[config.mk]
export PLATFORM = sky130hd
export DESIGN_NAME = acid_cell
export DESIGN_NICKNAME = d
export VERILOG_FILES = /design/src/design/acid_pkg.sv /design/src/design/acid_cell.sv
export SDC_FILE = /design/constraint.sdc
export NUM_CORES = 1
export LEC_CHECK = 0
export ABC_CLOCK_PERIOD_IN_PS = 7900
export BUFFER_PORTS_ARGS = -buffer_cell sky130_fd_sc_hd__buf_4
export CAP_MARGIN = 20
export CORE_ASPECT_RATIO = 1.4
export CORE_MARGIN = 4
export CORE_UTILIZATION = 50
export CTS_CLUSTER_DIAMETER = 30
export DETAILED_ROUTE_END_ITERATION = 16
export GPL_ROUTABILITY_DRIVEN = 0
export PLACE_DENSITY = 0.85
export SLEW_MARGIN = 20
export SYNTH_ARGS = -nofsm -noshare
export SYNTH_HDL_FRONTEND = slang
export SYNTH_SLANG_ARGS = --single-unit
[constraint.sdc]
create_clock -name clk -period 7.9 [get_ports clk]
set_input_delay 1.975 -clock clk [delete_from_list [all_inputs] [get_ports clk]]
set_output_delay 1.975 -clock clk [all_outputs]
set_load 0.01 [all_outputs]
[src/design/acid_pkg.sv]
// Shared types, constants and condition table for the conditional divide unit.
package acid_pkg;

  localparam int DATA_W    = 32;
  localparam int NUM_STEPS = DATA_W;
  localparam int LATENCY   = NUM_STEPS + 2;

  localparam logic [31:0] DIV_PATTERN  = 32'h0310_f010;
  localparam logic [3:0]  COND_UNCOND  = 4'hf;
  localparam int          UNSIGNED_BIT = 21;

  localparam logic [1:0] OUTCOME_FAIL   = 2'd0;
  localparam logic [1:0] OUTCOME_PASS   = 2'd1;
  localparam logic [1:0] OUTCOME_UNCOND = 2'd2;

  // Bit number NZCV of each entry says whether that condition passes.
  localparam logic [15:0] COND_MASK [16] = '{
    16'hF0F0, 16'h0F0F, 16'hCCCC, 16'h3333,
    16'hFF00, 16'h00FF, 16'hAAAA, 16'h5555,
    16'h0C0C, 16'hF3F3, 16'hAA55, 16'h55AA,
    16'h0A05, 16'hF5FA, 16'hFFFF, 16'h0000
  };

  typedef struct packed {
    logic [31:0] instruction_word;
    logic [3:0]  nzcv_flags;
    logic [31:0] dividend_value;
    logic [31:0] divisor_value;
  } cmd_t;

  typedef struct packed {
    logic [1:0]  condition_outcome;
    logic        is_divide;
    logic        write_enable;
    logic [3:0]  dest_register;
    logic [31:0] quotient;
    logic        divide_by_zero;
  } result_t;

  typedef struct packed {
    logic [1:0] outcome;
    logic       is_divide;
    logic       write_enable;
    logic       divide_by_zero;
    logic [3:0] dest;
    logic       negate;
  } ctrl_t;

  typedef struct packed {
    ctrl_t             ctrl;
    logic [DATA_W-1:0] rem;
    logic [DATA_W-1:0] quo;
    logic [DATA_W-1:0] dvs;
  } stage_t;

  function automatic logic [1:0] cond_eval(input logic [3:0] cc, input logic [3:0] flags);
    logic [15:0] mask;
    mask = COND_MASK[cc];
    if (cc == COND_UNCOND) begin
      return OUTCOME_UNCOND;
    end
    return mask[flags] ? OUTCOME_PASS : OUTCOME_FAIL;
  endfunction

endpackage

[src/design/acid_cell.sv]
// One restoring divide step: shift, trial subtract, register.
module acid_cell
  import acid_pkg::*;
(
  input  logic   clk,
  input  logic   rst,
  input  logic   valid_in,
  input  stage_t stage_in,
  output logic   valid,
  output stage_t stage
);

  logic [DATA_W:0] shifted;
  logic [DATA_W:0] diff;
  logic            fits;
  stage_t          stage_next;

  always_comb begin
    shifted         = {stage_in.rem, stage_in.quo[DATA_W-1]};
    diff            = shifted - {1'b0, stage_in.dvs};
    fits            = !diff[DATA_W];
    stage_next      = stage_in;
    stage_next.rem  = fits ? diff[DATA_W-1:0] : shifted[DATA_W-1:0];
    stage_next.quo  = {stage_in.quo[DATA_W-2:0], fits};
  end

  always_ff @(posedge clk) begin
    if (rst) begin
      valid <= 1'b0;
    end else begin
      valid <= valid_in;
    end
  end

  always_ff @(posedge clk) begin
    stage <= stage_next;
  end

`ifndef NO_ASSERTIONS
  a_rem_below_divisor: assert property (@(posedge clk) disable iff (rst)
    valid && (stage.dvs != '0) |-> stage.rem < stage.dvs)
    else $error("partial remainder not below divisor");
`endif

endmodule

# After elaboration in Yosys (flattened, before gate mapping)
# Index checks and enable logic that the tools add are counted.
# op_classes
order_cmp	0
n_mux	1
shift	0
bitwise	0
div_mod_pow	0
add_sub_neg	1
mul	0
n_eq_ne	0
n_reduce_logical	1
# ops
cell	n
$sub 33x32->33	1
$mux 32	1
$logic_not 1->1	1
# word_totals
reg_bits	107
out_inout_bits	107
romBits	0
latch_bits	0
memories	0
mem_bits_rw	0
inputBits	109
wordCells	13

# Logic depth before layout (Yosys ltp)
# depth
depth_word	2
mapped_depth	13
mapped_depth_nobuf	12

# Least setup slack after synthesis
# OpenSTA, ideal clock, no wires.
# synth_timing
path_type	input to register
startpoint	input port stage_in[16] (netlist name)
endpoint	register stage[67] (netlist name)
n_path_buf	2
required_time_ns	7.779
setup_time_ns	0.121
slack_ns	3.533
t_arrival_ns	4.246
stages	12
cell_sequence	inv_1 -> ha_1 -> buf_6 -> a21oi_4 -> o211ai_1 -> a221o_1 -> a211o_1 -> o21a_1 -> o211ai_4 -> inv_2 -> buf_6 -> mux2_4
# synth_lines
element	line_no	source
start, declared	acid_cell.sv:8	input stage_t stage_in,
end signal, assigned	acid_cell.sv:36	stage <= stage_next;
end, declared	acid_cell.sv:10	output stage_t stage

==> results.tsv <==
metric	value	unit
height of the die	122	um
Worst path slowest cell	o211ai_4	
cell taking the most area after synthesis	dfxtp_1	
CTS root buf	clkbuf_16	
area post-placement	6270	um^2
Hold Path Class	in2reg	
initial antenna violation count	0	
Hold Path Origin	stage_in[42]	
Finished Cell Area	6560	um^2
vias in the first global route	4548	
synthesized area	4600	um^2
# IOs	216	
gr usage total	25.7	%
CP arrival	5.29	ns
final setup vio count	0	
TritonCTS buffer count	9	
core area	8980	um^2
FF+latch count, synth	107	
Final Worst Setup Slack	2.83	ns
H-tree lvl count	3	
CTS tree	built	
CTS Hold Buffers Added	0	
DRT met1 WL	4360	um
Die Wd	89.1	um
Gates resized, CTS repair	0	
Rows	41	
Top Layer Used	met4	
Yosys cell types	49	
layout cell share with drive strength beyond 1	36.9	%
setup TNS	0	ns
Yosys top cell area share	46.5	%
Data required, critical path	8.12	ns
clock sink count	107	
Area contributors post-synth	dfxtp_1 (47%), ha_1 (8.7%), mux2_4 (5.9%), a21oi_1 (3.7%), nand2_1 (3.6%)	
crit path cell chain	buf_4 -> inv_1 -> ha_1 -> a21oi_4 -> o211ai_1 -> a221o_1 -> a211o_1 -> o21a_1 -> o211ai_4 -> inv_2 -> mux2_4	
achievable frequency	197	MHz
P_leak	3.32	nW
DRC	0	
DR WL met2	7430	um
final WL	14000	um
sequential share of the synthesized area	46.5	%
post-CTS setup repair buffer count	0	
Layout Nets	821	
CP startpoint kind	primary input	
actual slew at the worst max-slew pin	0.777	ns
DR iter-0 viols	295	
met3 wire len	1520	um
IO Port Bufs	215	
status	complete, no violations	
hold path depth	1	
ys flop type	dfxtp_1	
Ys Warns	0	
Via Count	4366	
period utilization	64.2	%
crit end category	flop	
diodes inserted	0	
total gr overflow	0	
syn nets	610	
Max-Cap Viols	0	
WS Path Type	in2reg	
Die Area	10800	um^2
Pins Over Slew Limit	0	
min cycle time layout	5.07	ns
drt first pass iters	5	
Post-synth EDFFs	0	
Max rail drop VDD	0.181	mV
peak fanout along the critical path	28	
Max-slew headroom	48.0	%
DRT antenna net count	0	
clock-pin transition on the worst setup and hold timing paths	0.07	ns
wire length per cell	17.8	um
Filler cells	690	
largest net degree at the start of global routing	29	
Synth Instances	468	
Vias/cell	5.53	
final hold vios	0	
ys async rst share	0	%
Initial Util	51.3	%
Syn-to-layout area delta	42.5	%
first-pass GRT wire length	21300	um
final design utilization	73.1	%
hpwl dp	11500	um
Avg Inst Size Synth	9.83	um^2
clock buffer depth	2	
unrepaired setup endpoints after global routing	false	
slowest stage delay, CP	0.66	ns
PwrDens	222	nW/um^2
WHS Endpoint	stage[43]	
dpl ws	2.52	ns
logic make-up after synthesis:
kind of cell / share of synthesized area, %
muxes: 5.87
buffers and inverters: 5.17
adders and majority gates: 9.14
DFF: 46.5
and+or+nand+nor: 11.4
AOI/OAI and AO/OA: 17.3
xor gates and xnor gates: 4.57
placed cells by master, fill, tap and decap left out, types with 2 or more instances in the layout:
| cell type | count |
|---|---|
| a211oi_1 | 4 |
| nor2b_1 | 6 |
| o21ai_0 | 24 |
| nor2_1 | 16 |
| buf_4 | 215 |
| a21boi_0 | 2 |
| nand2b_1 | 5 |
| o21a_1 | 6 |
| o21bai_1 | 5 |
| and4_1 | 2 |
| ha_1 | 32 |
| and3_1 | 6 |
| dfxtp_1 | 107 |
| nand4_1 | 7 |
| clkbuf_16 | 9 |
| nor3_1 | 4 |
| nand3_1 | 11 |
| nand2_1 | 44 |
| inv_1 | 41 |
| a31oi_1 | 2 |
| o31ai_1 | 5 |
| o2111ai_1 | 2 |
| a21o_1 | 15 |
| xnor2_1 | 14 |
| xor2_1 | 10 |
| and2_1 | 3 |
| inv_6 | 2 |
| mux2_4 | 18 |
| o41ai_1 | 2 |
| o211ai_1 | 8 |
| a21oi_1 | 34 |
critical path, delay by kind of cell:
family,cells,cell delay (ns)
mux,1,0.42
buf+inv,3,0.61
fa+ha+maj,1,0.42
compound gates,6,1.85
sequential cells by signal, indices dropped and copies added, names as in the netlist:
register  cells
stage       106
valid         1
worst max-delay path by stage:
stage | startpoint | endpoint | cells past startpoint
after floorplan | stage_in[16] | stage[67] | 12
after global placement | stage_in[16] | stage[80] | 11
after detailed placement | stage_in[16] | stage[85] | 11
after CTS | stage_in[16] | stage[85] | 11
after global routing | stage_in[16] | stage[89] | 11
final | stage_in[16] | stage[85] | 11
metrics by stage:
step | power [mW] | hold slack (ns) | instances
after floorplan | 0.845 | 2.00 | 468
after global placement | 1.01 | 2.08 | 775
after detailed placement | 1.02 | 2.08 | 775
after CTS | 1.46 | 1.73 | 790
after global routing | 1.52 | 1.72 | 790
final | 1.45 | 1.73 | 790
Yosys cell counts, types with 2 or more instances:
master	count
buf_6	3
xor2_1	10
nor2_1	16
a31oi_1	2
inv_1	41
a21oi_1	34
nand4_1	7
o21a_1	6
a211oi_1	4
nor2b_1	6
nand2_1	44
dfxtp_1	107
and3_1	6
o211ai_1	8
o31ai_1	5
o41ai_1	2
o21bai_1	5
a21boi_0	2
o2111ai_1	2
clkbuf_1	11
o21ai_0	24
nand2b_1	5
xnor2_1	14
and4_1	2
nand3_1	11
nor3_1	4
mux2_4	18
and2_1	3
ha_1	32
a21o_1	15
cell type report:
class | instances | area, um^2 | share of cell area (%)
clock buffer | 10 | 229 | 3.49
tap | 107 | 134 | 2.04
timing repair buffer | 215 | 1610 | 24.6
inverter | 42 | 158 | 2.40
clock inverter | 5 | 60.1 | 0.916
sequential | 107 | 2140 | 32.7
multi-input combinational | 304 | 2220 | 33.9
power by group:
| part | switching (mW) | internal (mW) |
|---|---|---|
| combinational | 0.198 | 0.204 |
| sequential | 0.0158 | 0.597 |
| clock | 0.193 | 0.246 |
| total | 0.407 | 1.05 |
per-layer routing:
metal / global-route usage, % / up-vias
li1: - / 2053
met1: 23.4 / 1985
met2: 47.9 / 254
met3: 9.17 / 74
met4: 13.1 / 0
met5: 0 / -
No activity file was read; power rests on OpenSTA's default activity.
