**src/design/acid_pkg.sv**
```systemverilog
// Shared types, constants and condition table for the conditional divide unit.
package acid_pkg;

  localparam int DATA_W    = 32;
  localparam int NUM_STEPS = DATA_W;
  localparam int LATENCY   = NUM_STEPS + 2;

  localparam logic [31:0] DIV_PATTERN  = 32'h0310_f010;
  localparam logic [3:0]  COND_UNCOND  = 4'hf;
  localparam int          UNSIGNED_BIT = 21;

  localparam logic [1:0] OUTCOME_FAIL   = 2'd0;
  localparam logic [1:0] OUTCOME_PASS   = 2'd1;
  localparam logic [1:0] OUTCOME_UNCOND = 2'd2;

  // Bit number NZCV of each entry says whether that condition passes.
  localparam logic [15:0] COND_MASK [16] = '{
    16'hF0F0, 16'h0F0F, 16'hCCCC, 16'h3333,
    16'hFF00, 16'h00FF, 16'hAAAA, 16'h5555,
    16'h0C0C, 16'hF3F3, 16'hAA55, 16'h55AA,
    16'h0A05, 16'hF5FA, 16'hFFFF, 16'h0000
  };

  typedef struct packed {
    logic [31:0] instruction_word;
    logic [3:0]  nzcv_flags;
    logic [31:0] dividend_value;
    logic [31:0] divisor_value;
  } cmd_t;

  typedef struct packed {
    logic [1:0]  condition_outcome;
    logic        is_divide;
    logic        write_enable;
    logic [3:0]  dest_register;
    logic [31:0] quotient;
    logic        divide_by_zero;
  } result_t;

  typedef struct packed {
    logic [1:0] outcome;
    logic       is_divide;
    logic       write_enable;
    logic       divide_by_zero;
    logic [3:0] dest;
    logic       negate;
  } ctrl_t;

  typedef struct packed {
    ctrl_t             ctrl;
    logic [DATA_W-1:0] rem;
    logic [DATA_W-1:0] quo;
    logic [DATA_W-1:0] dvs;
  } stage_t;

  function automatic logic [1:0] cond_eval(input logic [3:0] cc, input logic [3:0] flags);
    logic [15:0] mask;
    mask = COND_MASK[cc];
    if (cc == COND_UNCOND) begin
      return OUTCOME_UNCOND;
    end
    return mask[flags] ? OUTCOME_PASS : OUTCOME_FAIL;
  endfunction

endpackage

```
**src/design/acid_finish.sv**
```systemverilog
// Output stage: quotient sign fix, masking and result strobe.
module acid_finish
  import acid_pkg::*;
(
  input  logic    clk,
  input  logic    rst,
  input  logic    valid_in,
  input  stage_t  stage_in,
  output logic    done,
  output result_t result
);

  result_t result_next;

  always_comb begin
    result_next.condition_outcome = stage_in.ctrl.outcome;
    result_next.is_divide         = stage_in.ctrl.is_divide;
    result_next.write_enable      = stage_in.ctrl.write_enable;
    result_next.dest_register     = stage_in.ctrl.dest;
    result_next.divide_by_zero    = stage_in.ctrl.divide_by_zero;
    if (!stage_in.ctrl.write_enable) begin
      result_next.quotient = '0;
    end else if (stage_in.ctrl.negate) begin
      result_next.quotient = DATA_W'(0) - stage_in.quo;
    end else begin
      result_next.quotient = stage_in.quo;
    end
  end

  always_ff @(posedge clk) begin
    if (rst) begin
      done <= 1'b0;
    end else begin
      done <= valid_in;
    end
  end

  always_ff @(posedge clk) begin
    result <= result_next;
  end

endmodule

```
**config.mk**
```make
export PLATFORM = sky130hd
export DESIGN_NAME = acid_finish
export DESIGN_NICKNAME = d
export VERILOG_FILES = /design/src/design/acid_pkg.sv /design/src/design/acid_finish.sv
export SDC_FILE = /design/constraint.sdc
export NUM_CORES = 1
export LEC_CHECK = 0
export BUFFER_PORTS_ARGS = -buffer_cell sky130_fd_sc_hd__buf_2
export CORE_ASPECT_RATIO = 2
export CORE_MARGIN = 2
export CORE_UTILIZATION = 44
export CTS_BUF_LIST = sky130_fd_sc_hd__clkbuf_8
export DETAILED_ROUTE_END_ITERATION = 8
export PLACE_DENSITY = 0.88
export SLEW_MARGIN = 20
export SYNTH_ARGS = -nofsm -noshare
export SYNTH_HDL_FRONTEND = slang
export SYNTH_SLANG_ARGS = --single-unit
```
**constraint.sdc**
```tcl
create_clock -name clk -period 4.68 [get_ports clk]
set_input_delay 0.234 -clock clk [delete_from_list [all_inputs] [get_ports clk]]
set_output_delay 0.234 -clock clk [all_outputs]
set_load 0.1 [all_outputs]
```
; ---- Word level (Yosys, flattened, before mapping)
; Cells that the tools add are included.
; W data, S select, Z words.
[op_classes]
n_reduce_logical = 0
mul = 0
addsub = 1
n_lt_le_gt_ge = 0
shift = 0
eq_ne = 0
muxes = 1
n_bitwise = 0
div_mod_pow = 0
[op_table]
columns = cell, count
row1 = $mux W32, 1
row2 = $sub A1 B32 Y32 const A, 1
[word_totals]
input_bits = 109
romBits = 0
regBits = 42
latch_bits = 0
out_inout_bits = 42
ram_bits = 0
memories = 0

; ---- Logic depth before layout (Yosys ltp)
; Gate-level depths: netlist of run 1.
[depth]
ltp_word = 2
mapped_depth = 7
ltp_nobuf = 6

; ---- Worst setup path before layout of run 1
; Ideal clock, no wire load.
[synth_path]
kind = input-to-reg
from = input port stage_in[39] in the netlist's numbering
to = register result[28] in the netlist's numbering
path_slack_ps = 2646
arrival_time_ps = 1955
required_time_ps = 4601
setup_ps = 79
path_stages = 6
path_cell_list = or3_1 buf_6 or4_1 buf_2 or4_1 o211ai_1
[synth_between]
elab_chain_len = 2
[synth_rtl]
columns = item, line_no
row1 = "start, declared", acid_finish.sv:8  ; input stage_t stage_in,
row2 = $sub A1 B32 Y32, acid_finish.sv:24  ; result_next.quotient = DATA_W'(0) - stage_in.quo;
row3 = $mux W32, acid_finish.sv:23  ; end else if (stage_in.ctrl.negate) begin
row4 = "end signal, assigned", acid_finish.sv:39  ; result <= result_next;
row5 = "end, declared", acid_finish.sv:10  ; output result_t result
; Every way passes these cells.
; A chain may end at the register's enable or synchronous reset.

; ---- Worst setup path in the final report of run 1
[layout_path]
from = input port stage_in[32] in the netlist's numbering
to = register result[23] in the netlist's numbering
; The elaborated chain is that of the path after synthesis.

==> flow_summary.json, run 1 <==
{
  "async_flop_share_pct": 0,
  "globalplace.congestion": 0.9146,
  "synth_area_per_cell_um2": 8.674,
  "antenna_left": 0,
  "crit_arrival_ps": 2290,
  "ys_types": 36,
  "grt_pass1_wl_mm": 7.341,
  "worst-setup-path-type": "input pin to flop",
  "min_period_ps": 2108,
  "cts_sinks": 42,
  "grt_overflow_total": 0,
  "rsz0062_at_grt": "false",
  "crit_path_end_kind": "flop",
  "synth_edf_count": 0,
  "yosysTopAreaCellShare_pct": 43.47,
  "path_depth": 7,
  "post_cts_resized": 0,
  "synthesis.nets": 333,
  "cts_setup_buffers": 0,
  "area_growth_pct": 27.62,
  "wl_per_cell_um": 13.38,
  "rows": 34,
  "post-route-drc-count": 0,
  "synthTopCellsByCount": "dfxtp_1, nor2_1, nand2_1, clkbuf_1, or3_1",
  "ys_seq_area_share_pct": 43.47,
  "synth_warnings": 0,
  "slew_headroom_pct": 53.72,
  "cp_cell_sequence": "buf_2, inv_1, ha_1, or4b_1, nor3_1, a21oi_1, a311o_1",
  "synth-seq-cells": 42,
  "grt_pass1_vias": 1862,
  "powerDensity_nw_per_um2": 381.8,
  "ir_worst_vdd_v": 0.0002150,
  "use_met1_pct": 16.62,
  "utilization_pct": 57.45,
  "cts_made_buffers": 5,
  "synth.area.top_cells": "dfxtp_1, mux2i_1, or3_1",
  "critPathRequiredTime_ps": 4860,
  "routed_wl_mm": 4.777,
  "path_clk_slew_ps": 80,
  "met3_usage_pct": 3.211,
  "p_leak_nw": 1.152,
  "gr-usage-all-layers_pct": 18.91,
  "die_h_um": 97.77,
  "hold_viol": 0,
  "synthFlopType": "dfxtp_1",
  "io_pins": 151,
  "drive_gt1_share_pct": 31.35,
  "clock_path_buffers": 2,
  "cts_tree": "done",
  "via_per_inst": 5.496,
  "cp_top_family": "simple AND/OR/NAND/NOR gates",
  "path_buf_inv": 2,
  "die_w_um": 50.89,
  "hp-start": "stage_in[105]",
  "initial_core_util_pct": 45.02,
  "synth_area_leader_cell": "dfxtp_1",
  "die_area_um2": 4975,
  "cp_max_fo": 7,
  "maxCapViolations": 0,
  "drt_iter0_drc": 54,
  "status": "completed",
  "crit_path_start": "stage_in[32]",
  "finalMaxSlewViolations": 0,
  "synth_cells": 223,
  "tns_ps": 0,
  "vias": 1962,
  "root_buffer": "clkbuf_8",
  "grt_antenna_before_repair": 0,
  "hpwlAfterDp_mm": 3.603,
  "busiest_layer": "met2",
  "cpMaxStageDelayCell": "or4b_1",
  "timing.final.crit_share_pct": 45.04,
  "hold_path_class": "input pin to flop",
  "grt_use_met2_pct": 35.12,
  "htreeDepth": 2,
  "fin_nets": 412,
  "dr.pass1.iters": 4,
  "fp.coreArea_um2": 4297,
  "yosysMostFrequentCell": "dfxtp_1",
  "slowest_delay_ps": 580,
  "hold_buffers": 0,
  "tightestPinTransition_ps": 689.0,
  "worstSetupStartpointType": "input pin",
  "clock.fmax_ghz": 0.4744,
  "diodes": 0,
  "syn_area_um2": 1934,
  "crit_end": "result[23]",
  "grt_max_degree": 41,
  "setup_viol": 0,
  "portBuffers": 86
}
kinds of logic after synthesis:
family,after synthesis,share of synthesized area (%)
buffers and inverters,20,4.334
XOR/XNOR,10,4.528
adder cells (fa/ha/maj),1,0.6467
multiplexers,11,5.692
AO/OA/AOI/OAI,47,15.85
flip-flops,42,43.47
AND/OR/NAND/NOR,92,25.48
power by group:
group / internal [mW] / switching, mW / total [mW]
Combinational: 0.0580 / 0.255 / 0.313
Sequential: 0.384 / 0.00552 / 0.389
Clock: 0.108 / 0.133 / 0.240
state kept, by name, summed over array words and instances (netlist names):
register,flops
result,41
done,1
layout make-up:
| cell class | instances | area [um^2] |
|---|---|---|
| Fill cell | 425 | 1828 |
| Multi-Input combinational cell | 161 | 1010 |
| Sequential cell | 42 | 840.8 |
| Timing Repair Buffer | 87 | 437.9 |
| Clock buffer | 5 | 68.82 |
| Tap cell | 54 | 67.56 |
| Clock inverter | 3 | 25.02 |
| Inverter | 5 | 18.77 |
routing by layer:
layer,up-vias,share of wire [%],wire length (um)
li1,967,-,-
met1,886,36,1709
met2,93,53,2548
met3,16,7.1,337
met4,0,3.8,182
met5,-,0,0
worst min-delay path by stage:
| stage | to | cells past startpoint | slack (ps) |
|---|---|---|---|
| floorplan | result[0] | 0 | 260 |
| global placement | result[0] | 1 | 340 |
| detailed placement | result[40] | 1 | 340 |
| CTS | result[40] | 1 | 30 |
| global route | result[35] | 1 | 20 |
| finish | result[40] | 1 | 30 |
layout by cell type, fill, tap and decap left out, types with 4 or more instances in the layout:
cell type  Yosys  layout
clkbuf_8       0       5
or3_1         13      13
nor2_1        17      17
nand2_1       15      15
dfxtp_1       42      42
and3_1         4       4
nand2b_1       9       9
or4_1          5       5
nor3_1         9       9
xor2_1         9       9
inv_1          5       5
nor4_1         4       4
buf_2          1      86
o21ai_0       12      12
a31oi_1        5       5
mux2i_1       11      11
nand3_1        6       6
o41ai_1        7       7
a21oi_1       11      11
metrics by stage:
stage | power [mW] | setup WS (ps) | std cells | instance area (um^2) | hold slack [ps]
after floorplan | 0.6493 | 2646 | 223 | 1934 | 261.7
after global placement | 0.7061 | 2282 | 349 | 2375 | 336.2
after detailed placement | 0.7110 | 2255 | 349 | 2375 | 337.8
after CTS | 0.9490 | 2570 | 357 | 2469 | 27.02
after global routing | 0.9789 | 2375 | 357 | 2469 | 21.97
final | 0.9426 | 2572 | 357 | 2469 | 32.42
No activity file was read; power rests on OpenSTA's default activity.
==> inputs of run 2 (changes only) <==
Settings changed: CORE_UTILIZATION 44 to 41, PLACE_DENSITY 0.88 to 0.83.
Clock period 4.68 ns to 1.98 ns, I/O delays scaled along.
==> flow_summary.json, run 2 (synthesized netlist as in run 1, its figures left out) <==
{
  "grt_max_degree": 23,
  "n_fill_cell": 462,
  "drive_gt1_share_pct": 35.22,
  "drt_iter0_drc": 43,
  "post_cts_resized": 0,
  "worstSetupStartpointType": "input pin",
  "cts_sinks": 42,
  "dr.pass1.iters": 5,
  "top_register": "result",
  "hpwlAfterDp_mm": 4.004,
  "gr-usage-all-layers_pct": 20.98,
  "diodes": 0,
  "layout_commonest_cell": "buf_2",
  "post-route-drc-count": 0,
  "placed_cell_area_um2": 2549,
  "pwr-share-seq_pct": 38.7,
  "cts_tree": "done",
  "tightestPinTransition_ps": 565.5,
  "power_frac_clock_pct": 28.3,
  "cp_max_fo": 6,
  "hold_viol": 0,
  "largest_register_ffs": 41,
  "critPathRequiredTime_ps": 2190,
  "area_growth_pct": 42.04,
  "ir_worst_vdd_v": 0.0007259,
  "cts_made_buffers": 5,
  "portBuffers": 86,
  "maxCapViolations": 0,
  "pwr-share-comb_pct": 33.0,
  "grt_pass1_vias": 2016,
  "p_leak_nw": 1.312,
  "die_h_um": 101.1,
  "wl_per_cell_um": 13.50,
  "crit_path_end_kind": "flop",
  "htreeDepth": 2,
  "p_total_mw": 2.379,
  "clock_path_buffers": 2,
  "globalplace.congestion": 0.9284,
  "rows": 35,
  "fp.coreArea_um2": 4554,
  "routed_wl_mm": 5.266,
  "min_path_cells": 2,
  "path_clk_slew_ps": 90,
  "rsz0062_at_grt": "false",
  "die_w_um": 52.57,
  "antenna_left": 0,
  "design_area_um2": 2748,
  "fin_nets": 444,
  "root_buffer": "clkbuf_8",
  "vias": 2050,
  "grt_overflow_total": 0,
  "power.internal_mw": 1.450,
  "powerDensity_nw_per_um2": 865.8,
  "status": "completed",
  "hold_buffers": 9,
  "worst-setup-path-type": "input pin to flop",
  "clock.fmax_ghz": 0.5763,
  "grt_antenna_before_repair": 0,
  "hold_path_class": "input pin to flop",
  "hp-start": "valid_in",
  "fin_cells": 390,
  "die_area_um2": 5317,
  "dp_cells": 373,
  "initial_core_util_pct": 42.47,
  "largestRegisters": "result x41, done x1",
  "cts_setup_buffers": 0,
  "grt_pass1_wl_mm": 8.452,
  "setup_viol": 0,
  "utilization_pct": 60.33,
  "holdPathEnd": "done",
  "tns_ps": 0,
  "finalMaxSlewViolations": 0,
  "io_pins": 151,
  "crit_arrival_ps": 1950,
  "register_area_um2": 840.8,
  "mostFrequentLayoutCells": "buf_2, dfxtp_1, buf_4, nor2_1, nand2_1",
  "multi_input_area_um2": 1010,
  "switching_power_mw": 0.9290,
  "min_period_ps": 1735,
  "swShare_pct": 39.05,
  "via_per_inst": 5.256,
  "timing.final.crit_share_pct": 87.63,
  "slew_headroom_pct": 62.26
}
## run 2: cell types whose count changed in the layout (fill, tap and decap cells not counted), sizes merged
cell / delta
bufinv: +1
dlygate4sd3: +9
clkinvlp: -1
buf: +23
clkinv: +1
inv: -1
## run 2: worst max-delay path by stage
stage                  from    endpoint  cells after the start
6_report       stage_in[39]  result[28]                      5
5_1_grt        stage_in[42]  result[28]                      5
4_1_cts        stage_in[42]  result[28]                      5
3_5_place_dp   stage_in[42]  result[28]                      5
3_3_place_gp   stage_in[42]  result[28]                      5
2_1_floorplan  stage_in[39]  result[28]                      6
## run 2: area by class of cell
class                   instances  share of cell area [%]
clock buffers                   5                   2.505
inverters                       5                  0.6831
clock inverters                 3                   1.457
multi-input cells             161                   36.75
well taps                      55                   2.505
repair buffers                119                   25.50
flip-flops and latches         42                   30.60
## run 2: metrics by stage
stage	hold slack (ps)	worst slack (ps)
global placement	201.3	-48.47
global route	33.30	119.6
finish	46.90	244.9
detailed placement	202.6	-57.97
CTS	21.89	249.8
floorplan	126.7	80.82
## run 2: power groups by stage
stage                     combinational [mW]  clock, mW  sequential (mW)
after global placement                 0.762          0            0.939
after global routing                   0.826      0.713            0.926
after CTS                              0.788      0.684            0.921
after floorplan                        0.134          0             1.40
final                                  0.786      0.673            0.920
after detailed placement               0.773          0            0.940
## run 2: critical path, stage by stage
cell	delay, ps
buf_2	100
or3_1	380
or4_1	690
or4_1	550
o211ai_1	120
## run 2: layer usage
metal / vias to the layer above / wire length, um / track usage [%]
met3: 15 / 272 / 2.507
met5: - / 0 / 0
met4: 0 / 214 / 12.23
li1: 1024 / - / -
met2: 86 / 2984 / 40.29
met1: 925 / 1794 / 19.96
==> inputs of run 3 (changes only) <==
Settings changed: ABC_CLOCK_PERIOD_IN_PS from default to 1980, RECOVER_POWER from default to 100.
==> flow_summary.json, run 3 (synthesized netlist as in run 1, its figures left out) <==
{
  "fin_cells": 390,
  "via_per_inst": 5.269,
  "fin_nets": 444,
  "clock.fmax_ghz": 0.5661,
  "cp_cell_sequence": "clkbuf_1, inv_1, or3_1, o21ai_0, a311o_1",
  "slew_headroom_pct": 21.59,
  "grt_pass1_vias": 2016,
  "hold_viol": 0,
  "setup_slack_ps": 213.7,
  "antenna_left": 0,
  "gr-usage-all-layers_pct": 20.98,
  "setup_viol": 0,
  "cp_max_fo": 22,
  "power_frac_clock_pct": 28.5,
  "post_cts_resized": 0,
  "die_area_um2": 5317,
  "dr.pass1.iters": 4,
  "rows": 35,
  "critPathRequiredTime_ps": 2220,
  "finalMaxSlewViolations": 0,
  "htreeDepth": 2,
  "power.internal_mw": 1.428,
  "tightestPinTransition_ps": 1181,
  "dp_cells": 373,
  "die_w_um": 52.57,
  "drt_iter0_drc": 36,
  "maxCapViolations": 0,
  "timing.final.crit_share_pct": 89.21,
  "cts_tree": "done",
  "placed_cell_area_um2": 2549,
  "cpMaxStageDelayCell": "clkbuf_1",
  "hold_buffers": 9,
  "design_area_um2": 2671,
  "top_register": "result",
  "min_path_cells": 2,
  "area_growth_pct": 38.10,
  "holdPathEnd": "done",
  "drive_gt1_share_pct": 20.00,
  "p_total_mw": 2.359,
  "largest_register_ffs": 41,
  "routed_wl_mm": 5.324,
  "ir_worst_vdd_v": 0.0007222,
  "path_clk_slew_ps": 80,
  "rsz0062_at_grt": "false",
  "hpwlAfterDp_mm": 4.004,
  "portBuffers": 86,
  "cts_made_buffers": 5,
  "place_ws_ps": -57.97,
  "crit_arrival_ps": 2000,
  "n_fill_cell": 486,
  "swShare_pct": 39.46,
  "hold_path_class": "input pin to flop",
  "layout_commonest_cell": "clkbuf_1",
  "largestRegisters": "result x41, done x1",
  "switching_power_mw": 0.9308,
  "pwr-share-comb_pct": 32.4,
  "cts_setup_buffers": 0,
  "io_pins": 151,
  "powerDensity_nw_per_um2": 883.1,
  "die_h_um": 101.1,
  "crit_path_end_kind": "flop",
  "mostFrequentLayoutCells": "clkbuf_1, dfxtp_1, buf_2, buf_4, nor2_1",
  "grt_overflow_total": 0,
  "worst-setup-path-type": "input pin to flop",
  "initial_core_util_pct": 42.47,
  "grt_antenna_before_repair": 0,
  "min_period_ps": 1766,
  "hp-start": "valid_in",
  "vias": 2055,
  "grt_pass1_wl_mm": 8.452,
  "worstSetupStartpointType": "input pin",
  "pwr-share-seq_pct": 39.1,
  "post-route-drc-count": 0,
  "wl_per_cell_um": 13.65,
  "clock_path_buffers": 2,
  "status": "completed",
  "slowest_delay_ps": 580,
  "timing.hold.ws_ps": 46.97,
  "root_buffer": "clkbuf_8",
  "globalplace.congestion": 0.9284,
  "p_leak_nw": 1.143,
  "grt_max_degree": 23,
  "cts_sinks": 42,
  "diodes": 0,
  "fp.coreArea_um2": 4554
}
-- run 3: changes by cell type in the layout (fill, tap and decap cells not counted), sizes merged --
| cell | before | now |
|---|---|---|
| buf | 110 | 59 |
| clkbuf | 5 | 56 |
-- run 3: area by class of cell --
class / instances / area (um^2) / share of cell area, %
Timing Repair Buffer: 119 / 624.3 / 23.37
Clock buffer: 5 / 68.82 / 2.576
Multi-Input combinational cell: 161 / 1010 / 37.80
Tap cell: 55 / 68.82 / 2.576
Inverter: 5 / 18.77 / 0.7026
Clock inverter: 3 / 40.04 / 1.499
Sequential cell: 42 / 840.8 / 31.48
-- run 3: layer usage --
metal,wire (um),track usage (%)
met1,1844,19.96
met3,267,2.507
met2,3002,40.29
met5,0,0
met4,210,12.23
-- run 3: power by group through the flow --
stage	Clock (mW)	Combinational, mW	Sequential (mW)
floorplan	0	0.134	1.40
global placement	0	0.762	0.939
detailed placement	0	0.773	0.940
CTS	0.684	0.788	0.921
global route	0.713	0.803	0.928
finish	0.672	0.764	0.923
-- run 3: how the worst max path moves through the flow --
stage                            start         end  slack [ps]  cells after the start
after floorplan           stage_in[39]  result[28]          80                      6
after global placement    stage_in[42]  result[28]         -50                      5
after detailed placement  stage_in[42]  result[28]         -60                      5
after CTS                 stage_in[42]  result[28]         250                      5
after global routing      stage_in[96]  result[21]          80                      5
final                     stage_in[96]  result[23]         210                      5
-- run 3: worst max-delay path: cells and delay by family --
kind | cells | cell delay [ps]
AO/OA/AOI/OAI | 2 | 330
buffers and inverters | 2 | 1080
AND/OR/NAND/NOR | 1 | 490
-- run 3: per-stage QoR --
step	util (%)	setup TNS [ps]
final	58.65	0
after CTS	60.33	0
after global routing	58.65	0
after global placement	55.96	-48.47
after floorplan	-	0
after detailed placement	55.96	-57.97
