File: config.mk
export PLATFORM = sky130hd
export DESIGN_NAME = acid_decode
export DESIGN_NICKNAME = d
export VERILOG_FILES = /design/src/design/acid_pkg.sv /design/src/design/acid_decode.sv
export SDC_FILE = /design/constraint.sdc
export NUM_CORES = 1
export LEC_CHECK = 0
export ABC_CLOCK_PERIOD_IN_PS = 2900
export BUFFER_PORTS_ARGS = -buffer_cell sky130_fd_sc_hd__buf_2
export CAP_MARGIN = 20
export CORE_ASPECT_RATIO = 1.2
export CORE_MARGIN = 1.5
export CORE_UTILIZATION = 40
export DETAILED_ROUTE_END_ITERATION = 12
export PLACE_DENSITY = 0.76
export SLEW_MARGIN = 20
export SYNTH_ARGS = -nofsm -noshare
export SYNTH_HDL_FRONTEND = slang
export SYNTH_SLANG_ARGS = --single-unit
File: constraint.sdc
create_clock -name clk -period 2.9 [get_ports clk]
set_clock_uncertainty 0.1 [all_clocks]
set_input_delay 0.435 -clock clk [delete_from_list [all_inputs] [get_ports clk]]
set_output_delay 0.435 -clock clk [all_outputs]
set_load 0.05 [all_outputs]
File: src/design/acid_pkg.sv
// Shared types, constants and condition table for the conditional divide unit.
package acid_pkg;

  localparam int DATA_W    = 32;
  localparam int NUM_STEPS = DATA_W;
  localparam int LATENCY   = NUM_STEPS + 2;

  localparam logic [31:0] DIV_PATTERN  = 32'h0310_f010;
  localparam logic [3:0]  COND_UNCOND  = 4'hf;
  localparam int          UNSIGNED_BIT = 21;

  localparam logic [1:0] OUTCOME_FAIL   = 2'd0;
  localparam logic [1:0] OUTCOME_PASS   = 2'd1;
  localparam logic [1:0] OUTCOME_UNCOND = 2'd2;

  // Bit number NZCV of each entry says whether that condition passes.
  localparam logic [15:0] COND_MASK [16] = '{
    16'hF0F0, 16'h0F0F, 16'hCCCC, 16'h3333,
    16'hFF00, 16'h00FF, 16'hAAAA, 16'h5555,
    16'h0C0C, 16'hF3F3, 16'hAA55, 16'h55AA,
    16'h0A05, 16'hF5FA, 16'hFFFF, 16'h0000
  };

  typedef struct packed {
    logic [31:0] instruction_word;
    logic [3:0]  nzcv_flags;
    logic [31:0] dividend_value;
    logic [31:0] divisor_value;
  } cmd_t;

  typedef struct packed {
    logic [1:0]  condition_outcome;
    logic        is_divide;
    logic        write_enable;
    logic [3:0]  dest_register;
    logic [31:0] quotient;
    logic        divide_by_zero;
  } result_t;

  typedef struct packed {
    logic [1:0] outcome;
    logic       is_divide;
    logic       write_enable;
    logic       divide_by_zero;
    logic [3:0] dest;
    logic       negate;
  } ctrl_t;

  typedef struct packed {
    ctrl_t             ctrl;
    logic [DATA_W-1:0] rem;
    logic [DATA_W-1:0] quo;
    logic [DATA_W-1:0] dvs;
  } stage_t;

  function automatic logic [1:0] cond_eval(input logic [3:0] cc, input logic [3:0] flags);
    logic [15:0] mask;
    mask = COND_MASK[cc];
    if (cc == COND_UNCOND) begin
      return OUTCOME_UNCOND;
    end
    return mask[flags] ? OUTCOME_PASS : OUTCOME_FAIL;
  endfunction

endpackage

File: src/design/acid_decode.sv
// Front stage: condition check, pattern match and operand magnitudes.
module acid_decode
  import acid_pkg::*;
(
  input  logic   clk,
  input  logic   rst,
  input  logic   accept,
  input  cmd_t   cmd,
  output logic   valid,
  output stage_t stage
);

  logic [1:0]        outcome;
  logic              is_div;
  logic              exec;
  logic              dvs_zero;
  logic              use_signed;
  logic              neg_a;
  logic              neg_b;
  logic [DATA_W-1:0] mag_a;
  logic [DATA_W-1:0] mag_b;
  stage_t            stage_next;

  always_comb begin
    outcome    = cond_eval(cmd.instruction_word[31:28], cmd.nzcv_flags);
    is_div     = (cmd.instruction_word & DIV_PATTERN) == DIV_PATTERN;
    exec       = is_div && (outcome != OUTCOME_FAIL);
    dvs_zero   = cmd.divisor_value == '0;
    use_signed = !cmd.instruction_word[UNSIGNED_BIT];
    neg_a      = use_signed && cmd.dividend_value[DATA_W-1];
    neg_b      = use_signed && cmd.divisor_value[DATA_W-1];
    mag_a      = neg_a ? (DATA_W'(0) - cmd.dividend_value) : cmd.dividend_value;
    mag_b      = neg_b ? (DATA_W'(0) - cmd.divisor_value) : cmd.divisor_value;

    stage_next.ctrl.outcome        = outcome;
    stage_next.ctrl.is_divide      = is_div;
    stage_next.ctrl.write_enable   = exec && !dvs_zero;
    stage_next.ctrl.divide_by_zero = exec && dvs_zero;
    stage_next.ctrl.dest           = cmd.instruction_word[19:16];
    stage_next.ctrl.negate         = neg_a ^ neg_b;
    stage_next.rem                 = '0;
    stage_next.quo                 = mag_a;
    stage_next.dvs                 = mag_b;
  end

  always_ff @(posedge clk) begin
    if (rst) begin
      valid <= 1'b0;
    end else begin
      valid <= accept;
    end
  end

  always_ff @(posedge clk) begin
    stage <= stage_next;
  end

endmodule

; Word level (Yosys, flattened, before mapping)
; Memories as Yosys holds them, arrays and structs flattened.
; Index checks and enable logic that the tools add are counted.
[totals]
reg_bits = 75
rom_bits = 256
in_bits = 103
output_inout_bits = 107
wordCells = 37
memories = 1
[mem_list]
columns = memory, words, width, rd, rd_ports_with_merged_regs, wr, line
row1 = (name not given), 16, 16, 1, 0, 0, acid_pkg.sv:58  ; mask = COND_MASK[cc];
[classes]
n_addsub = 2
magnitude_cmp = 2
eq_ne = 2
mux = 10
bitwise_logic = 2
reduce_logical = 9
[ops]
columns = operator, count
row1 = 32-bit 2-to-1 mux, 2
row2 = "1-bit by 32-bit subtractor with 32-bit output, first input constant", 2
row3 = 32-bit zero test, 1
row4 = 16-bit 2-to-1 mux, 2
row5 = "8-bit == test, second input constant", 1
row6 = "5-bit >= comparator, second input constant", 1
row7 = 1-bit logical AND, 5
row8 = "4-bit by 5-bit < comparator with 1-bit output, second input constant", 1
row9 = 4-bit inverter with 5-bit output, 1
row10 = 1-bit binary-select mux with 4-bit select, 1
row11 = "4-bit == test, second input constant", 1
row12 = 2-bit 2-to-1 mux, 2
row13 = 1-bit 2-to-1 mux, 3
row14 = 1-bit zero test, 2
row15 = 2-bit nonzero test, 1
row16 = 1-bit XOR, 1

; Longest topological paths before layout
; Gate-level depths: netlist of run 1.
[logic_depth]
word_depth = 11
mapped_depth = 8
depth_no_buf = 8

; Worst setup path before layout of run 1
; No wires, ideal clock.
[synth_timing]
path_type = input port to flip-flop
start = input port cmd[40] in the netlist's numbering
end = register stage[62] in the netlist's numbering
setup_time_ns = 0.072
t_arrival_ns = 2.036
required_ns = 2.728
setup_slack_ns = 0.692
cell_stages = 6
n_path_buf = 0
path_cell_list = or4_4 > nor3b_2 > nand4_1 > or3_4 > o41ai_4 > xnor2_1
[synth_between]
elab_chain_cells = 2
[synth_rtl]
columns = element, line
row1 = "start, declared", acid_decode.sv:8  ; input cmd_t cmd,
row2 = 1-bit by 32-bit subtractor with 32-bit output, acid_decode.sv:32  ; mag_a = neg_a ? (DATA_W'(0) - cmd.dividend_value) : cmd.dividend_value;
row3 = 32-bit 2-to-1 mux, acid_decode.sv:32
row4 = named net mag_a[30], acid_decode.sv:20  ; logic [DATA_W-1:0] mag_a;
row5 = "end signal, assigned", acid_decode.sv:55  ; stage <= stage_next;
row6 = "end, declared", acid_decode.sv:10  ; output stage_t stage
; The timed path passes the listed nets, and every way through them passes these cells.
; A chain may end at the register's enable or synchronous reset.

; Worst setup path after layout of run 1
[layout_timing]
start = input port cmd[16] in the netlist's numbering
end = register stage[30] in the netlist's numbering
[layout_between]
elab_chain_cells = 2
[layout_rtl]
columns = element, line
row1 = 1-bit by 32-bit subtractor with 32-bit output, acid_decode.sv:33  ; mag_b = neg_b ? (DATA_W'(0) - cmd.divisor_value) : cmd.divisor_value;
row2 = 32-bit 2-to-1 mux, acid_decode.sv:33
row3 = named net mag_b[30], acid_decode.sv:21  ; logic [DATA_W-1:0] mag_b;
; The timed path passes the listed nets, and every way through them passes these cells.

==> reports/metrics.csv, run 1 <==
metric,value,unit
final estimated routing congestion in global placement,0.840,
Post-Synth XOR/XNOR Area,14.8,%
multiplexer area fraction after synthesis,0.847,%
PostCTS Resize Cnt,0,
Final period util,76.8,%
min cycle time layout,2.23,ns
die boundary width,88.9,um
pin count of the biggest net entering global routing,18,
Final WS setup,0.674,ns
maximum root-to-sink buffer count,2,
Netlist Area Pre-Place,0.00354,mm^2
DRC violation count after routing,0,
setup repair after global routing missed its margin,false,
total global routing track utilization,18.1,%
average wire per standard cell,12.7,um
number of ports placed on the die boundary,210,
post-CTS setup buffers,0,
top_reg_cell synth,sky130_fd_sc_hd__dfxtp_1,
full die area,0.00944,mm^2
minimum setup slack after placement,0.340,ns
family with the most delay on the worst path,simple AND/OR/NAND/NOR gates,
result of the run,completed,
share of the synthesized area in the top cell type,42.4,%
max-slew violation count,0,
leading area contributor after synthesis,sky130_fd_sc_hd__dfxtp_1,
number of nets in the layout,652,
hold path startpoint,cmd[86],
worst path arrival time,2.39,ns
count of flip-flops with a built-in enable after synthesis,0,
number of detailed-routing iterations run before antenna repair,5,
sequence of cells on the critical path,buf_2 > or4_1 > nor2_1 > nand4_2 > or4_1 > o21ai_1 > xnor2_1,
core footprint,0.00861,mm^2
leakage power of the design,2.12,nW
Ys Warns,0,
share of the synthesized area in compound gates (AO/OA/AOI/OAI),13.3,%
total clock sinks,75,
maximum fanout count along the critical path,5,
total grt overflow,0,
Antenna Diode Count,0,
number of buffers inserted for hold repair after clock tree synthesis,0,
"Reg clk slew, reported paths",0.08,ns
top achievable clock speed,449,MHz
"leading cell types in the layout, fill and taps excluded","sky130_fd_sc_hd__buf_2 (162), sky130_fd_sc_hd__dfxtp_1 (75), sky130_fd_sc_hd__xnor2_1 (35), sky130_fd_sc_hd__nor2_1 (32), sky130_fd_sc_hd__conb_1 (32)",
Hold/Removal Path Class,input port to flip-flop,
"Endpoint, Worst Hold",stage[99]$_DFF_P_,
number of stages on the worst hold path,1,
placement row count,37,
main combinational cell family by area after synthesis,simple AND/OR/NAND/NOR gates,
category of the worst setup path capture point,flip-flop,
setup violation total in the final timing report,0,
count of unique library cells instantiated by Yosys,49,
vias in the first global route,2979,
antenna-violating nets left,0,
Pwr per Cell Area,613,mW/mm^2
Critical Path Source Type,input port,
"commonest non-fill, non-tap cell in the layout",sky130_fd_sc_hd__buf_2,
share of layout cells above drive strength 1,35.3,%
synthesized flop and latch total,75,
Max stage delay on crit path,0.58,ns
Post-DP HPWL,6740,um
post-synthesis async set-or-reset flop share,0,%
number of buffers added by the clock tree synthesis step,9,
Avg Synthesized Cell Area,9.33,um^2
die boundary height,106,um
global-route wire length before repair,13400,um
initial antenna violation count,0,
clock root cell,sky130_fd_sc_hd__clkbuf_8,
overall via count from detail_route,3213,
actual transition at the worst max-transition pin,0.602,ns
main area contributors after synthesis,"sky130_fd_sc_hd__dfxtp_1 (42%), sky130_fd_sc_hd__xnor2_1 (8.6%), sky130_fd_sc_hd__buf_4 (6.8%), sky130_fd_sc_hd__xor2_1 (6.2%), sky130_fd_sc_hd__nor2_1 (3.4%)",
Critical-path top delay cell,sky130_fd_sc_hd__or4_1,
critical path buffer and inverter count,1,
Most common cell on crit path,sky130_fd_sc_hd__or4_1,
Final TNS setup,0,ns
total routed wirelength,8490,um
data required time at the worst endpoint,3.06,ns
class of the most critical setup path,input port to flip-flop,
final core occ,53.0,%
count of fill cells added during filler insertion,819,
Max H-tree Level,3,
Post-Synthesis Cells,380,
proportion of synthesized chip area in sequential cells,42.4,%
count of routing violations after the opening detailed-route iteration,73,
TritonCTS clock tree,done,
Initial Utilization,41.2,%
"Hold Vio Cnt, Final",0,
Port-buffer cells,162,
peak ir drop on the vdd network,311,uV
"post-synthesis share of cell area spent on and, or, nand and nor gates",17.5,%
DR vias/cell,4.82,
synthesis-to-finish area growth,28.8,%
worst max-slew margin expressed relative to the limit,59.5,%
"share of synthesized cell area in full adder, half adder and majority cells",1.76,%
Maximum Capacitance Violations,0,
[how the worst max path moves through the flow]
stage / cells past startpoint / start / slack, ns / endpoint
after floorplan: 6 / cmd[40] / 0.69 / stage[62]$_DFF_P_
after global placement: 7 / cmd[50] / 0.39 / stage[62]$_DFF_P_
after detailed placement: 7 / cmd[16] / 0.34 / stage[30]$_DFF_P_
after CTS: 7 / cmd[16] / 0.68 / stage[30]$_DFF_P_
after global routing: 7 / cmd[48] / 0.53 / stage[62]$_DFF_P_
final: 7 / cmd[16] / 0.67 / stage[30]$_DFF_P_
[cell families after synthesis]
| group | count (synthesis) |
|---|---|
| simple gates | 109 |
| flops | 75 |
| compound gates | 71 |
| xor+xnor | 60 |
| buf+inv | 56 |
| fa+ha+maj | 5 |
| mux | 3 |
| other cells | 1 |
[per-stage QoR]
step	hold WS [ns]	std cells	power, W	cell area, um^2
after global placement	0.439	650	0.00200	4360
after global routing	0.0666	666	0.00295	4560
after CTS	0.0690	666	0.00284	4560
final	0.0950	666	0.00280	4560
after floorplan	0.363	411	0.00182	3660
after detailed placement	0.442	650	0.00201	4360
[cell usage after synthesis, types with 2 or more instances]
| library cell | instances |
|---|---|
| sky130_fd_sc_hd__a21oi_1 | 21 |
| sky130_fd_sc_hd__a311oi_1 | 3 |
| sky130_fd_sc_hd__a31oi_1 | 5 |
| sky130_fd_sc_hd__buf_4 | 32 |
| sky130_fd_sc_hd__clkbuf_1 | 12 |
| sky130_fd_sc_hd__dfxtp_1 | 75 |
| sky130_fd_sc_hd__ha_1 | 5 |
| sky130_fd_sc_hd__inv_1 | 12 |
| sky130_fd_sc_hd__mux2i_1 | 3 |
| sky130_fd_sc_hd__nand2_1 | 15 |
| sky130_fd_sc_hd__nand2b_1 | 9 |
| sky130_fd_sc_hd__nand3_1 | 2 |
| sky130_fd_sc_hd__nand4_1 | 4 |
| sky130_fd_sc_hd__nor2_1 | 32 |
| sky130_fd_sc_hd__nor2b_1 | 5 |
| sky130_fd_sc_hd__nor3_1 | 8 |
| sky130_fd_sc_hd__nor3b_1 | 5 |
| sky130_fd_sc_hd__nor4_1 | 8 |
| sky130_fd_sc_hd__nor4_2 | 2 |
| sky130_fd_sc_hd__o211ai_1 | 2 |
| sky130_fd_sc_hd__o21ai_0 | 16 |
| sky130_fd_sc_hd__o21ai_1 | 4 |
| sky130_fd_sc_hd__o31ai_1 | 7 |
| sky130_fd_sc_hd__o41ai_1 | 5 |
| sky130_fd_sc_hd__or3_1 | 3 |
| sky130_fd_sc_hd__or4_1 | 4 |
| sky130_fd_sc_hd__xnor2_1 | 35 |
| sky130_fd_sc_hd__xor2_1 | 25 |
[routing by layer]
| layer | GRT usage (%) | share of wire, % | vias up |
|---|---|---|---|
| li1 | - | - | 1579 |
| met3 | 6.37 | 8.3 | 14 |
| met4 | 6.81 | 2.1 | 0 |
| met1 | 19.6 | 39 | 1469 |
| met2 | 32.0 | 51 | 151 |
| met5 | 0 | 0 | - |
[registers in the layout, indices dropped and copies added, names as in the netlist]
name and count:
stage 74, valid 1
[layout make-up]
| class | count | area, um^2 | area share [%] |
|---|---|---|---|
| Multi-Input combinational cell | 280 | 1830 | 40.1 |
| Sequential cell | 75 | 1500 | 32.9 |
| Timing Repair Buffer | 166 | 841 | 18.4 |
| Tap cell | 117 | 146 | 3.21 |
| Clock buffer | 10 | 138 | 3.02 |
| Clock inverter | 6 | 63.8 | 1.40 |
| Inverter | 12 | 45.0 | 0.987 |
[power by group]
part | leakage, nW | internal [W] | switching (W) | total (W)
combinational | 1.39 | 0.000203 | 0.000636 | 0.000839
sequential | 0.631 | 0.00113 | 0.0000228 | 0.00115
clock | 0.0987 | 0.000421 | 0.000388 | 0.000809
(Power assumes the default switching activity.)
==> run 2, diff against run 1 <==
- ABC_AREA: not set -> 1
- ABC_CLOCK_PERIOD_IN_PS: 2900 -> 2100
- PLACE_DENSITY: 0.76 -> 0.74
- clock period: 2.9 -> 2.1 ns (I/O delays scaled with it)
==> run 2 against run 1 <==
  * Clock power up 41%
  * Non-clock buffer count increased by 8
  * Via count is 12% higher
  * First-iteration DRC count up 47%
  * Sequential power rose by 39%
  * Cell count rose by 18%
  * Area after synthesis grew 5.8%
  * Largest cell class unchanged
  * Highest routed layer unchanged
==> reports/metrics.csv, run 2 <==
metric,value,unit,change
Port-buffer cells,162,,unchanged
data required time at the worst endpoint,2.25,ns,-0.81 ns
hold slack final,0.0669,ns,-0.0281 ns
Antenna Diode Count,0,,unchanged
proportion of synthesized chip area in sequential cells,40.0,%,-2.3 points
core footprint,0.00908,mm^2,+5.5%
class of the most critical setup path,input port to flip-flop,,
peak ir drop on the vdd network,351,uV,+13%
total global routing track utilization,18.1,%,-0.042 points
number of ports placed on the die boundary,210,,unchanged
share of layout cells above drive strength 1,30.5,%,-4.9 points
overall via count from detail_route,3590,,+12%
Avg Synthesized Cell Area,7.75,um^2,-17%
top achievable clock speed,588,MHz,
minimum setup slack after placement,0.0312,ns,-0.309 ns
die boundary height,109,um,+2.8%
die boundary width,91.4,um,+2.8%
number of nets in the layout,769,,+18%
average wire per standard cell,11.7,um,-8.3%
"Hold Vio Cnt, Final",0,,unchanged
Hold/Removal Path Class,input port to flip-flop,,
antenna-violating nets left,0,,unchanged
pin count of the biggest net entering global routing,20,,+2
Critical Path Source Type,input port,,
number of detailed-routing iterations run before antenna repair,4,,-1
post-synthesis async set-or-reset flop share,0,%,unchanged
result of the run,completed,,
setup repair after global routing missed its margin,false,,
category of the worst setup path capture point,flip-flop,,
share of the synthesized area in the top cell type,40.0,%,-2.3 points
Final TNS setup,0,ns,unchanged
global-route wire length before repair,14500,um,+8.3%
count of fill cells added during filler insertion,893,,+9.0%
Final period util,81.0,%,
registers with the most flip-flops,"stage x74, valid x1",,
most frequent cells after synthesis,"sky130_fd_sc_hd__nand2_1 (85), sky130_fd_sc_hd__dfxtp_1 (75), sky130_fd_sc_hd__nor2_1 (63)",,
number of buffers added by the clock tree synthesis step,9,,unchanged
Maximum Capacitance Violations,0,,unchanged
max-slew violation count,0,,unchanged
leakage power of the design,2.50,nW,+18%
total clock sinks,75,,unchanged
placement row count,38,,+2.7%
vias in the first global route,3426,,+15%
Max H-tree Level,3,,unchanged
"Reg clk slew, reported paths",0.09,ns,about the same
worst path arrival time,1.85,ns,-0.54 ns
final estimated routing congestion in global placement,0.860,,+2.4%
synthesis-to-finish area growth,29.9,%,
initial antenna violation count,0,,unchanged
Post-DP HPWL,7390,um,+9.7%
Post-Synthesis Cells,484,,+27%
synthesized flop and latch total,75,,unchanged
Ys Warns,0,,unchanged
min cycle time layout,1.70,ns,
DRC violation count after routing,0,,unchanged
Netlist Area Pre-Place,0.00375,mm^2,+5.8%
maximum root-to-sink buffer count,2,,unchanged
top_reg_cell synth,sky130_fd_sc_hd__dfxtp_1,,
DR vias/cell,4.57,,-5.3%
most common cell in the netlist,sky130_fd_sc_hd__nand2_1,,
PostCTS Resize Cnt,0,,unchanged
count of routing violations after the opening detailed-route iteration,107,,+47%
TritonCTS clock tree,done,,
Pwr per Cell Area,817,mW/mm^2,+33%
clock root cell,sky130_fd_sc_hd__clkbuf_8,,
"leading cell types in the layout, fill and taps excluded","sky130_fd_sc_hd__buf_2 (162), sky130_fd_sc_hd__nand2_1 (85), sky130_fd_sc_hd__dfxtp_1 (75), sky130_fd_sc_hd__nor2_1 (63), sky130_fd_sc_hd__inv_1 (51)",,
sequence of cells on the critical path,buf_2 > inv_1 > ha_1 > inv_1 > nor3_2 > nand3_1 > inv_1 > nand4_1 > o21ai_0 > nand2_1 > xor2_1,,
total routed wirelength,9180,um,+8.2%
total grt overflow,0,,unchanged
Critical-path top delay cell,sky130_fd_sc_hd__o21ai_0,,
setup violation total in the final timing report,0,,unchanged
register with the most flip-flops,stage,,
count of flip-flops with a built-in enable after synthesis,0,,unchanged
count of unique library cells instantiated by Yosys,31,,-37%
"flip-flop count of the largest register, all copies and words added",74,,unchanged
Final WS setup,0.400,ns,-0.274 ns
Max stage delay on crit path,0.33,ns,-0.25 ns
Initial Utilization,41.3,%,+0.13 points
main area contributors after synthesis,"sky130_fd_sc_hd__dfxtp_1 (40%), sky130_fd_sc_hd__xor2_1 (9.3%), sky130_fd_sc_hd__nand2_1 (8.5%), sky130_fd_sc_hd__buf_4 (6.4%), sky130_fd_sc_hd__nor2_1 (6.3%)",,
Most common cell on crit path,sky130_fd_sc_hd__inv_1,,
full die area,0.00997,mm^2,+5.6%
maximum fanout count along the critical path,3,,-2
leading area contributor after synthesis,sky130_fd_sc_hd__dfxtp_1,,
"commonest non-fill, non-tap cell in the layout",sky130_fd_sc_hd__buf_2,,
## run 2: cell count changes after synthesis, sizes merged, moves of 10 or more
cell    before  now
inv         12   51
nor2        32   68
xnor2       35   17
clkbuf      12    2
nand3        3   35
xor2        25   40
a21oi       21    6
nand2       15   88
## run 2: worst paths after layout
path / start / endpoint / slack [ns] / cells past startpoint
max: cmd[32] / stage[60]$_DFF_P_ / 0.40 / 11
min: cmd[12] / stage[12]$_DFF_P_ / 0.07 / 2
## run 2: cells by family (layout without fill, tap and decap cells)
group	Yosys count	count (layout)	share of synthesized area [%]
adders and majority gates	5	5	1.67
other	1	32	0.100
buffers and inverters	92	243	12.5
AOI/OAI and AO/OA	32	32	5.11
DFF	75	75	40.0
xor gates and xnor gates	57	57	13.3
and+or+nand+nor	222	222	27.2
## run 2: report_power, final
group | leakage (nW) | internal [W] | total, W | switching, W
Combinational | 1.77 | 0.000295 | 0.00124 | 0.000949
Clock | 0.102 | 0.000569 | 0.00114 | 0.000571
Sequential | 0.631 | 0.00156 | 0.00160 | 0.0000335
## run 2: final cells by class
class                           instances  area, um^2  area share [%]
Multi-Input combinational cell        348        1890            38.9
Sequential cell                        75        1500            30.8
Timing Repair Buffer                  174         918            18.9
Inverter                               53         199            4.08
Tap cell                              120         150            3.08
Clock buffer                            9         124            2.54
Clock inverter                          7        83.8            1.72
## run 2: per-stage QoR
step                std cells  power (W)  utilization (%)  instance area, um^2
detailed placement        763    0.00286             50.6                 4590
floorplan                 515    0.00258                -                 3870
global placement          763    0.00285             50.6                 4590
global route              786    0.00417             53.6                 4870
CTS                       786    0.00402             53.6                 4870
finish                    786    0.00398             53.6                 4870
## run 2: layer usage
metal  share of wire (%)  global-route usage [%]
met1                  39                    18.9
met2                  52                    34.8
met3                 6.7                    3.91
met4                 1.9                    7.59
met5                   0                       0
## run 2: critical path: cells and delay by family
kind | cells | cell delay [ns]
xor gates and xnor gates | 1 | 0.15
and+or+nand+nor | 4 | 0.55
AOI/OAI and AO/OA | 1 | 0.33
adders and majority gates | 1 | 0.14
buffers and inverters | 4 | 0.35
## run 2: timing repair
item | in CTS | in global routing
buffers inserted | 0 | 0
hold buffers | 7 | 0
endpoints found under the setup margin | 0 | 0
hold endpoints to repair | 7 | 0
